--- src/rtl/core/wir_pkg.sv ---
// ----------------------------------------------------------------------------
// wir_pkg: shared types and constants of the workloop ID registry
// Status codes, settings layout, scan token and table write command.
// ----------------------------------------------------------------------------
package wir_pkg;

    localparam int TABLE_ENTRIES_DEF = 16;
    localparam int SLOT_W            = 10;
    localparam int ID_W              = 64;
    localparam int SETTINGS_W        = 43;
    localparam int STATUS_W          = 3;

    localparam logic [STATUS_W-1:0] STATUS_OK     = 3'd0;
    localparam logic [STATUS_W-1:0] STATUS_INVAL  = 3'd1;
    localparam logic [STATUS_W-1:0] STATUS_EXISTS = 3'd2;
    localparam logic [STATUS_W-1:0] STATUS_NOENT  = 3'd3;
    localparam logic [STATUS_W-1:0] STATUS_FULL   = 3'd4;

    localparam int FLAG_PRIO_BIT   = 24;
    localparam int FLAG_POLICY_BIT = 26;
    localparam int FLAG_CPU_BIT    = 27;
    localparam int PRIO_MAX        = 63;
    localparam int PCT_MAX         = 100;

    localparam logic MODE_CREATE  = 1'b0;
    localparam logic MODE_DESTROY = 1'b1;

    typedef struct packed {
        logic              active;
        logic              found;
        logic [SLOT_W-1:0] found_slot;
        logic              free_seen;
        logic [SLOT_W-1:0] free_slot;
        logic [ID_W-1:0]   id;
    } wir_tok_t;

    typedef struct packed {
        logic                  we;
        logic                  set_used;
        logic [SLOT_W-1:0]     slot;
        logic [ID_W-1:0]       id;
        logic [SETTINGS_W-1:0] settings;
    } wir_cmd_t;

endpackage

--- src/rtl/core/wir_cell.sv ---
// ----------------------------------------------------------------------------
// wir_cell: one registry slot
// Holds one entry, updates the passing scan token and forwards it.
// ----------------------------------------------------------------------------
module wir_cell #(
    parameter int CELL_IDX = 0
) (
    input  logic              aclk,
    input  logic              aresetn,
    input  wir_pkg::wir_tok_t tok_i,
    output wir_pkg::wir_tok_t tok_o,
    input  wir_pkg::wir_cmd_t cmd_i
);
    import wir_pkg::*;

    localparam logic [SLOT_W-1:0] MY_SLOT = SLOT_W'(CELL_IDX);

    logic                  used_reg;
    logic                  used_next;
    logic [ID_W-1:0]       id_reg;
    logic [SETTINGS_W-1:0] settings_reg;
    wir_tok_t              tok_reg;
    wir_tok_t              tok_next;
    logic                  hit;
    logic                  sel;

    assign hit = used_reg && (id_reg == tok_i.id);
    assign sel = cmd_i.we && (cmd_i.slot == MY_SLOT);

    always_comb begin
        tok_next = tok_i;
        if (!tok_i.found && hit) begin
            tok_next.found      = 1'b1;
            tok_next.found_slot = MY_SLOT;
        end
        if (!tok_i.free_seen && !used_reg) begin
            tok_next.free_seen = 1'b1;
            tok_next.free_slot = MY_SLOT;
        end
        used_next = sel ? cmd_i.set_used : used_reg;
    end

    always_ff @(posedge aclk) begin
        if (!aresetn) begin
            used_reg <= 1'b0;
            tok_reg  <= '0;
        end else begin
            used_reg <= used_next;
            tok_reg  <= tok_next;
        end
    end

    always_ff @(posedge aclk) begin
        if (sel && cmd_i.set_used) begin
            id_reg       <= cmd_i.id;
            settings_reg <= cmd_i.settings;
        end
    end

    assign tok_o = tok_reg;

endmodule

--- src/rtl/core/workloop_id_registry_core.sv ---
// A request is registered into the inject register, and the scan token then walks the
// chain of slot cells one cell per cycle; the result is registered at the output.
// A new request is accepted only in ST_IDLE, once the previous result has moved on.
// A finished result waits in the output register while the next request runs.
// Reset: synchronous active-low aresetn empties the table and the pipeline.
// ----------------------------------------------------------------------------
// workloop_id_registry_core: bounded registry of 64-bit workloop IDs
// Checks create/destroy requests, scans the slot chain, commits and reports.
// ----------------------------------------------------------------------------
module workloop_id_registry_core #(
    parameter int TABLE_ENTRIES = wir_pkg::TABLE_ENTRIES_DEF
) (
    input  logic                          aclk,
    input  logic                          aresetn,
    input  logic                          s_valid,
    output logic                          s_ready,
    input  logic                          s_mode,
    input  logic [wir_pkg::ID_W-1:0]      s_loop_id,
    input  logic                          s_attr_present,
    input  logic [31:0]                   s_attr_flags,
    input  logic [31:0]                   s_cpu_config,
    input  logic signed [31:0]            s_sched_priority,
    output logic                          m_valid,
    input  logic                          m_ready,
    output logic [wir_pkg::STATUS_W-1:0]  m_status
);
    import wir_pkg::*;

    typedef enum logic [2:0] {
        ST_IDLE = 3'b001,
        ST_SCAN = 3'b010,
        ST_HOLD = 3'b100
    } state_t;

    state_t                state_reg;
    state_t                state_next;
    wir_tok_t              inject_reg;
    wir_tok_t              inject_next;
    wir_tok_t              tok [0:TABLE_ENTRIES];
    wir_cmd_t              cmd;

    logic                  req_mode_reg;
    logic                  req_inval_reg;
    logic [SETTINGS_W-1:0] req_settings_reg;
    logic [STATUS_W-1:0]   hold_status_reg;
    logic [STATUS_W-1:0]   hold_status_next;
    logic                  m_valid_reg;
    logic                  m_valid_next;
    logic [STATUS_W-1:0]   m_status_reg;
    logic [STATUS_W-1:0]   m_status_next;

    logic                  accept;
    logic                  finish;
    logic [STATUS_W-1:0]   fin_status;

    logic                  id_ok;
    logic                  has_prio;
    logic                  has_pol;
    logic                  has_cpu;
    logic [31:0]           prio_u;
    logic [7:0]            pol;
    logic [7:0]            pct;
    logic [23:0]           refill;
    logic                  attr_ok;
    logic                  in_inval;
    logic [SETTINGS_W-1:0] in_settings;

    assign s_ready = (state_reg == ST_IDLE);
    assign accept  = s_valid && s_ready;
    assign finish  = tok[TABLE_ENTRIES].active && (state_reg == ST_SCAN);

    always_comb begin
        id_ok    = (s_loop_id != '0) && (s_loop_id != '1);
        has_prio = s_attr_flags[FLAG_PRIO_BIT];
        has_pol  = s_attr_flags[FLAG_POLICY_BIT];
        has_cpu  = s_attr_flags[FLAG_CPU_BIT];
        prio_u   = $unsigned(s_sched_priority);
        pol      = s_attr_flags[23:16];
        pct      = s_cpu_config[7:0];
        refill   = s_cpu_config[31:8];
        attr_ok  = has_prio || has_pol || has_cpu;
        if (has_prio && ((prio_u < 32'd1) || (prio_u > 32'(PRIO_MAX)))) begin
            attr_ok = 1'b0;
        end
        if (has_pol && !((pol == 8'd1) || (pol == 8'd2) || (pol == 8'd4))) begin
            attr_ok = 1'b0;
        end
        if (has_cpu && ((pct < 8'd1) || (pct > 8'(PCT_MAX)) || (refill == '0))) begin
            attr_ok = 1'b0;
        end
        in_settings = '0;
        if (has_prio) begin
            in_settings[0]   = 1'b1;
            in_settings[6:1] = prio_u[5:0];
        end
        if (has_pol) begin
            in_settings[7]    = 1'b1;
            in_settings[10:8] = pol[2:0];
        end
        if (has_cpu) begin
            in_settings[11]    = 1'b1;
            in_settings[18:12] = pct[6:0];
            in_settings[42:19] = refill;
        end
        if (s_mode == MODE_DESTROY) begin
            in_inval = !id_ok;
        end else begin
            in_inval = !id_ok || !s_attr_present || !attr_ok;
        end
    end

    always_comb begin
        inject_next        = '0;
        inject_next.active = accept;
        inject_next.id     = s_loop_id;
    end

    assign tok[0] = inject_reg;

    genvar gi;
    generate
        for (gi = 0; gi < TABLE_ENTRIES; gi++) begin : g_cell
            wir_cell #(
                .CELL_IDX (gi)
            ) u_cell (
                .aclk    (aclk),
                .aresetn (aresetn),
                .tok_i   (tok[gi]),
                .tok_o   (tok[gi+1]),
                .cmd_i   (cmd)
            );
        end
    endgenerate

    always_comb begin
        cmd          = '0;
        cmd.id       = tok[TABLE_ENTRIES].id;
        cmd.settings = req_settings_reg;
        fin_status   = STATUS_INVAL;
        if (req_inval_reg) begin
            fin_status = STATUS_INVAL;
        end else if (req_mode_reg == MODE_DESTROY) begin
            if (tok[TABLE_ENTRIES].found) begin
                fin_status   = STATUS_OK;
                cmd.we       = finish;
                cmd.set_used = 1'b0;
                cmd.slot     = tok[TABLE_ENTRIES].found_slot;
            end else begin
                fin_status = STATUS_NOENT;
            end
        end else if (tok[TABLE_ENTRIES].found) begin
            fin_status = STATUS_EXISTS;
        end else if (tok[TABLE_ENTRIES].free_seen) begin
            fin_status   = STATUS_OK;
            cmd.we       = finish;
            cmd.set_used = 1'b1;
            cmd.slot     = tok[TABLE_ENTRIES].free_slot;
        end else begin
            fin_status = STATUS_FULL;
        end
    end

    always_comb begin
        state_next       = state_reg;
        hold_status_next = hold_status_reg;
        m_valid_next     = m_valid_reg && !m_ready;
        m_status_next    = m_status_reg;
        case (state_reg)
            ST_IDLE: begin
                if (accept) begin
                    state_next = ST_SCAN;
                end
            end
            ST_SCAN: begin
                if (finish) begin
                    if (!m_valid_reg || m_ready) begin
                        m_valid_next  = 1'b1;
                        m_status_next = fin_status;
                        state_next    = ST_IDLE;
                    end else begin
                        hold_status_next = fin_status;
                        state_next       = ST_HOLD;
                    end
                end
            end
            ST_HOLD: begin
                if (!m_valid_reg || m_ready) begin
                    m_valid_next  = 1'b1;
                    m_status_next = hold_status_reg;
                    state_next    = ST_IDLE;
                end
            end
            default: begin
                state_next = ST_IDLE;
            end
        endcase
    end

    always_ff @(posedge aclk) begin
        if (!aresetn) begin
            state_reg   <= ST_IDLE;
            inject_reg  <= '0;
            m_valid_reg <= 1'b0;
        end else begin
            state_reg   <= state_next;
            inject_reg  <= inject_next;
            m_valid_reg <= m_valid_next;
        end
    end

    always_ff @(posedge aclk) begin
        hold_status_reg <= hold_status_next;
        m_status_reg    <= m_status_next;
        if (accept) begin
            req_mode_reg     <= s_mode;
            req_inval_reg    <= in_inval;
            req_settings_reg <= in_settings;
        end
    end

    assign m_valid  = m_valid_reg;
    assign m_status = m_status_reg;

`ifndef SYNTH
    a_exit_in_scan: assert property (@(posedge aclk) disable iff (!aresetn)
        tok[TABLE_ENTRIES].active |-> (state_reg == ST_SCAN))
        else $error("scan token left the chain outside a scan");
    a_inject: assert property (@(posedge aclk) disable iff (!aresetn)
        accept |=> tok[0].active)
        else $error("accepted transaction did not start a scan");
    a_write_at_finish: assert property (@(posedge aclk) disable iff (!aresetn)
        cmd.we |-> (finish && !req_inval_reg))
        else $error("table written outside a valid finish");
    a_hold_valid: assert property (@(posedge aclk) disable iff (!aresetn)
        (state_reg == ST_HOLD) |-> m_valid_reg)
        else $error("result held while output register empty");
`endif

endmodule
--- config.mk ---
export PLATFORM = sky130hd
export DESIGN_NAME = workloop_id_registry_core
export DESIGN_NICKNAME = d
export VERILOG_FILES = /design/src/rtl/core/wir_pkg.sv /design/src/rtl/core/wir_cell.sv /design/src/rtl/core/workloop_id_registry_core.sv
export SDC_FILE = /design/constraint.sdc
export NUM_CORES = 2
export LEC_CHECK = 0
export ABC_AREA = 1
export BUFFER_PORTS_ARGS = -buffer_cell sky130_fd_sc_hd__buf_2
export CAP_MARGIN = 20
export CORE_UTILIZATION = 62
export CTS_BUF_LIST = sky130_fd_sc_hd__clkbuf_16
export CTS_CLUSTER_DIAMETER = 120
export CTS_CLUSTER_SIZE = 30
export DETAILED_ROUTE_END_ITERATION = 10
export GPL_TIMING_DRIVEN = 0
export PLACE_DENSITY = 0.88
export SLEW_MARGIN = 15
export SYNTH_ARGS = -nofsm -noshare
export SYNTH_HDL_FRONTEND = slang
export SYNTH_SLANG_ARGS = --single-unit
--- constraint.sdc ---
create_clock -name aclk -period 7.26 [get_ports aclk]
set_input_delay 0.363 -clock aclk [delete_from_list [all_inputs] [get_ports aclk]]
set_output_delay 0.363 -clock aclk [all_outputs]
set_load 0.005 [all_outputs]
Yosys cells after proc, flatten, opt, wreduce, memory -nomap -nowiden
Index checks and enable logic that the tools add are counted.

Bits in registers: 2531. Logic and storage cells: 466. Output and inout bits: 5.

Reductions and logical operators: 190. Magnitude comparators: 4. Multiplexer cells: 58. Bitwise logic cells: 2. Eq/ne operators: 42.

Operators by type and width (number): == test 64 bit (16); 2-to-1 mux 11 bit (32); logical AND 1 bit (87); == test 10 x 4 -> 1 bit, second input constant (8); inequality test 64 bit, second input constant (1); nonzero test 64 bit (1); OR reduction 2 bit (32); 2-to-1 mux 12 bit (5); zero test 1 bit (54); == test 10 x 3 -> 1 bit, second input constant (4); 2-to-1 mux 3 bit (11); > comparator 32 x 6 -> 1 bit, second input constant (1); < comparator 32 x 1 -> 1 bit, second input constant (1); zero test 24 bit (1); == test 10 x 2 -> 1 bit, second input constant (2); == test 10 x 1 -> 1 bit, second input constant (1); zero test 10 bit (1); logical OR 1 bit (10); one-hot mux 3 bit (3 select lines) (1); == test 8 x 1 -> 1 bit, second input constant (1); == test 8 x 2 -> 1 bit, second input constant (1); == test 8 x 3 -> 1 bit, second input constant (1); > comparator 8 x 7 -> 1 bit, second input constant (1); < comparator 8 x 1 -> 1 bit, second input constant (1); other kinds (13) (22).

Logic depth before layout (Yosys ltp)
Depth after elaboration: 10. Depth in mapped cells: 11. Mapped depth without buffers: 11.

Modules after synthesis
Synthesis repeated with hierarchy kept, for this count alone.

Cell total of the unflattened synthesis: 10303. Area, all modules: 94807.2 µm².

Modules (own cells, without submodules): wir_cell (g_cell[10].u_cell ...) (instances 2, cells an instance 611, area each 5671.7 µm²); wir_cell (g_cell[5].u_cell ...) (instances 2, cells an instance 611, area each 5624.1 µm²); wir_cell (g_cell[4].u_cell ...) (instances 2, cells an instance 605, area each 5590.4 µm²); wir_cell (g_cell[1].u_cell ...) (instances 2, cells an instance 600, area each 5577.8 µm²); wir_cell (g_cell[12].u_cell) (instances 1, cells an instance 612, area each 5667.9 µm²); wir_cell (g_cell[11].u_cell) (instances 1, cells an instance 611, area each 5657.9 µm²); wir_cell (g_cell[13].u_cell) (instances 1, cells an instance 610, area each 5656.7 µm²); wir_cell (g_cell[14].u_cell) (instances 1, cells an instance 613, area each 5652.9 µm²); wir_cell (g_cell[7].u_cell) (instances 1, cells an instance 602, area each 5636.7 µm²); wir_cell (g_cell[3].u_cell) (instances 1, cells an instance 612, area each 5620.4 µm²); wir_cell (g_cell[0].u_cell) (instances 1, cells an instance 608, area each 5591.6 µm²); wir_cell (g_cell[15].u_cell) (instances 1, cells an instance 607, area each 5554.1 µm²); workloop_id_registry_core (instances 1, cells an instance 574, area each 4840.9 µm²).

Worst setup path before layout
Ideal clock, no wire load.

Path type: flip-flop to flip-flop. Start: reg req_mode_reg. End: reg g_cell[0].u_cell.id_reg[0], enable pin. Data arrival time: 5516 ps. Cell stages (with the launch flop): 7. Slack: 1179 ps. Data required time: 6695 ps. Path through: edfxtp_1 > nand3b_4 > nand2_1 > nand4_1 > nor2_4 > nand2_2 > nor3_1.

Longest elaborated chain between the ends: 5.

Ends and longest elaborated chain: start: declaration (line workloop_id_registry_core.sv:42) `logic req_mode_reg;`; start signal: assignment (line workloop_id_registry_core.sv:215) `req_mode_reg <= s_mode;`; 2-to-1 mux 12 bit * (line workloop_id_registry_core.sv:142) `end else if (req_mode_reg == MODE_DESTROY) begin`; 2-to-1 mux 12 bit * (line workloop_id_registry_core.sv:140) `if (req_inval_reg) begin`; zero test 10 bit (line wir_cell.sv:28) `assign sel = cmd_i.we && (cmd_i.slot == MY_SLOT);`; logical AND 1 bit (line wir_cell.sv:28); logical AND 1 bit * (line wir_cell.sv:54) `if (sel && cmd_i.set_used) begin`; end signal: assignment (line wir_cell.sv:55) `id_reg <= cmd_i.id;`; end: declaration (line wir_cell.sv:20) `logic [ID_W-1:0] id_reg;`.

Mark *: on every way between the ends. The rest lies on a longest branch, timed or not. A chain may end at the register's enable or synchronous reset.

Final worst setup path
Start: reg req_mode_reg. End: reg g_cell[0].u_cell.id_reg[9], enable pin.

The elaborated chain is that of the path after synthesis.

==> results.toml <==
[run_status]
outcome = "completed"

[detailed_routing]
num_vias = 63000
wl_per_cell_um = 21.2
first_pass_iters = 7
drt-vias-per-instance = 5.23
post-route-drc-count = 0
antenna_left = 0
drt_iter0_drc = 8297
drt-total-wl_um = 256000

[floorplanning]
start_util_pct = 62.4
core_area_um2 = 139000
die_area_um2 = 142000
rows = 137
pin_count = 171
die_w_um = 377
die_y_um = 377

[worst_setup_path]
path_class = "reg2reg"
end_kind = "register"
worstPathRequired_ns = 7.71
reg2regPathDepth = 8
cp.arrival_ns = 3.79
start_kind = "register"
crit_fanout = 11

[finish]
largest_reg_flops = 1170
mostFrequentLayoutCells = "nand2_1 (2,961), inv_1 (2,485), dfxtp_1 (1,204)"
drive_gt1_share_pct = 5.52
nets = 10300
syn_to_final_growth_pct = 9.09
fin_util_pct = 68.1
final_common_cell = "nand2_1"

[synth]
synth_cells = 9719
yosys-top-cells-area = "edfxtp_1 (36%), dfxtp_1 (29%), nand2_1 (13%)"
ys_seq_area_share_pct = 64.5
synth-edff-count = 1032
synth-seq-cells = 2287
async_flop_share_pct = 0
yosysTopAreaCellShare_pct = 35.6
synth_nets = 9886
yosys.area.top_type = "edfxtp_1"
ys.flop_type = "dfxtp_1"
yosys_warnings = 0
synth_cell_type_count = 51
syn-cell-area_um2 = 87000
syn_area_per_cell_um2 = 8.95

[timing]
slew_headroom_pct = 19.7
finalHoldViolations = 0
finClkSkew_ns = 0.0492
tightest_slew_ns = 1.20
max_freq_mhz = 299
layout_min_cycle_time_ns = 3.34
post-route-period-util_pct = 46.0
slew_viol_final = 0
rsz0062_at_grt = "no"
setup_ws_ns = 3.92
setup_violations = 0

[worst_hold_path]
hp-class = "in2reg"
whs_path_depth = 5

[grt]
grt_pass1_wl_um = 370000
grt.overflow.total = 0
grt.total_usage_pct = 35.9
grt_pass1_vias = 60700
antenna_found_initial = 20
grt_max_degree = 65

[clock_network]
htreeDepth = 3
clockBufferDepth = 3
cts_sinks = 2287
cts_buffers = 86
clk_pin_slew_ns = 0.11
clkLatencyLatePin_ns = 0.76
postCtsResizedCells = 0
root_buffer = "clkbuf_16"
tritoncts = "yes"

[power]
power.leakage_nw = 47.9
p_clk_share_pct = 30.3
max-vdd-ir-drop_mv = 0.212
p_sw_mw = 4.24
seq_power_share_pct = 67.1
sw_frac_of_total_pct = 21.1
intPower_mw = 15.9
power.density_nw_per_um2 = 212
comb_power_share_pct = 2.6

[place]
io_buffers = 148
place_hpwl_um = 192000
place.gp.congestion = 1.02
pre_cts_slack_ns = 4.04

[job]
drv_cap = 0
[final timing paths]
path | endpoint | slack (ns) | startpoint
setup / recovery | g_cell[0].u_cell.id_reg[9] | 3.92 | req_mode_reg
hold / removal | req_inval_reg | 0.12 | s_attr_flags[27]
setup reg to reg | g_cell[0].u_cell.id_reg[9] | 3.92 | req_mode_reg
hold reg to reg | g_cell[7].u_cell.tok_o[45] | 0.42 | g_cell[6].u_cell.tok_o[45]
[stage by stage]
stage	hold WS [ns]	power (mW)	setup TNS (ns)	instance area [um^2]	cells
after floorplan	0.390	14.0	0	87000	9719
after global placement	0.394	14.2	-94.11	90100	11700
after detailed placement	0.404	14.2	0	91700	11800
after CTS	0.0910	20.1	0	94900	12000
after global routing	0.133	20.6	0	94900	12000
final	0.116	20.1	0	94900	12000
[area by class of cell]
| type | count | area [um^2] |
|---|---|---|
| sequential | 2287 | 56200 |
| clock inverter | 69 | 315 |
| timing repair buffer | 285 | 2870 |
| fill | 9928 | 44400 |
| clock buffer | 89 | 2230 |
| multi-input combinational | 4853 | 21100 |
| tap | 1876 | 2350 |
| buffer | 140 | 638 |
| antenna | 7 | 17.5 |
| inverter | 2439 | 9180 |
[worst max-delay path: stages (launching register included)]
cell and delay (ns):
edfxtp_1 0.47, nand3b_4 0.21, nor2_1 0.27, inv_1 0.37, nor3_2 0.78, buf_6 0.26
buf_4 0.22, buf_4 0.22, buf_4 0.22
[timing repair]
item                      4_1_cts  5_1_grt
hold buffers                   67        0
setup buffers                   0        0
hold endpoints to repair       68        0
[cells by family after synthesis]
logic type | count (synthesis) | synth area share [%]
and+or+nand+nor | 4289 | 19.7
adders and majority gates | 1 | 0.0144
buffers and inverters | 2579 | 11.3
DFF | 2287 | 64.5
xor gates and xnor gates | 265 | 2.67
AOI/OAI and AO/OA | 298 | 1.93
[synthesized netlist by cell type, types with 2 or more instances]
cell	n
nand2_1	2961
inv_1	2430
dfxtp_1	1255
edfxtp_1	1032
nor2_1	894
xnor2_1	210
nand4_1	153
o21ai_0	138
nand3_1	101
buf_2	88
a21oi_1	82
or2_2	70
xor2_1	55
clkbuf_1	47
nor3_1	36
o22ai_1	32
nand3b_1	20
nor4_1	19
nor3b_1	12
a22o_1	9
inv_2	7
o21a_1	7
a211oi_1	5
buf_1	5
nand2_2	5
a21boi_0	4
a221oi_1	4
nor3_2	4
a21oi_2	3
and3_1	3
nor2_4	3
o21ai_1	3
nor2_2	2
o2111ai_1	2
o221ai_1	2
[metal layers]
layer  part of all wire [%]  wire, um  vias to the layer above  global-route usage [%]
met5                      0         0                        -                       0
met4                    8.3     21100                        0                    25.9
met3                     11     27700                      674                    5.49
met2                     44    112000                     3517                    55.2
met1                     37     94900                    29400                    46.5
li1                       -         -                    29500                       -
[power groups by stage]
stage / clock (mW) / combinational (mW) / sequential [mW]
final: 6.10 / 0.522 / 13.5
after global routing: 6.51 / 0.562 / 13.5
after CTS: 6.09 / 0.508 / 13.5
after detailed placement: 0 / 0.478 / 13.8
after global placement: 0 / 0.461 / 13.8
after floorplan: 0 / 0.277 / 13.7
Note: power is estimated with default switching activity, not from simulation.
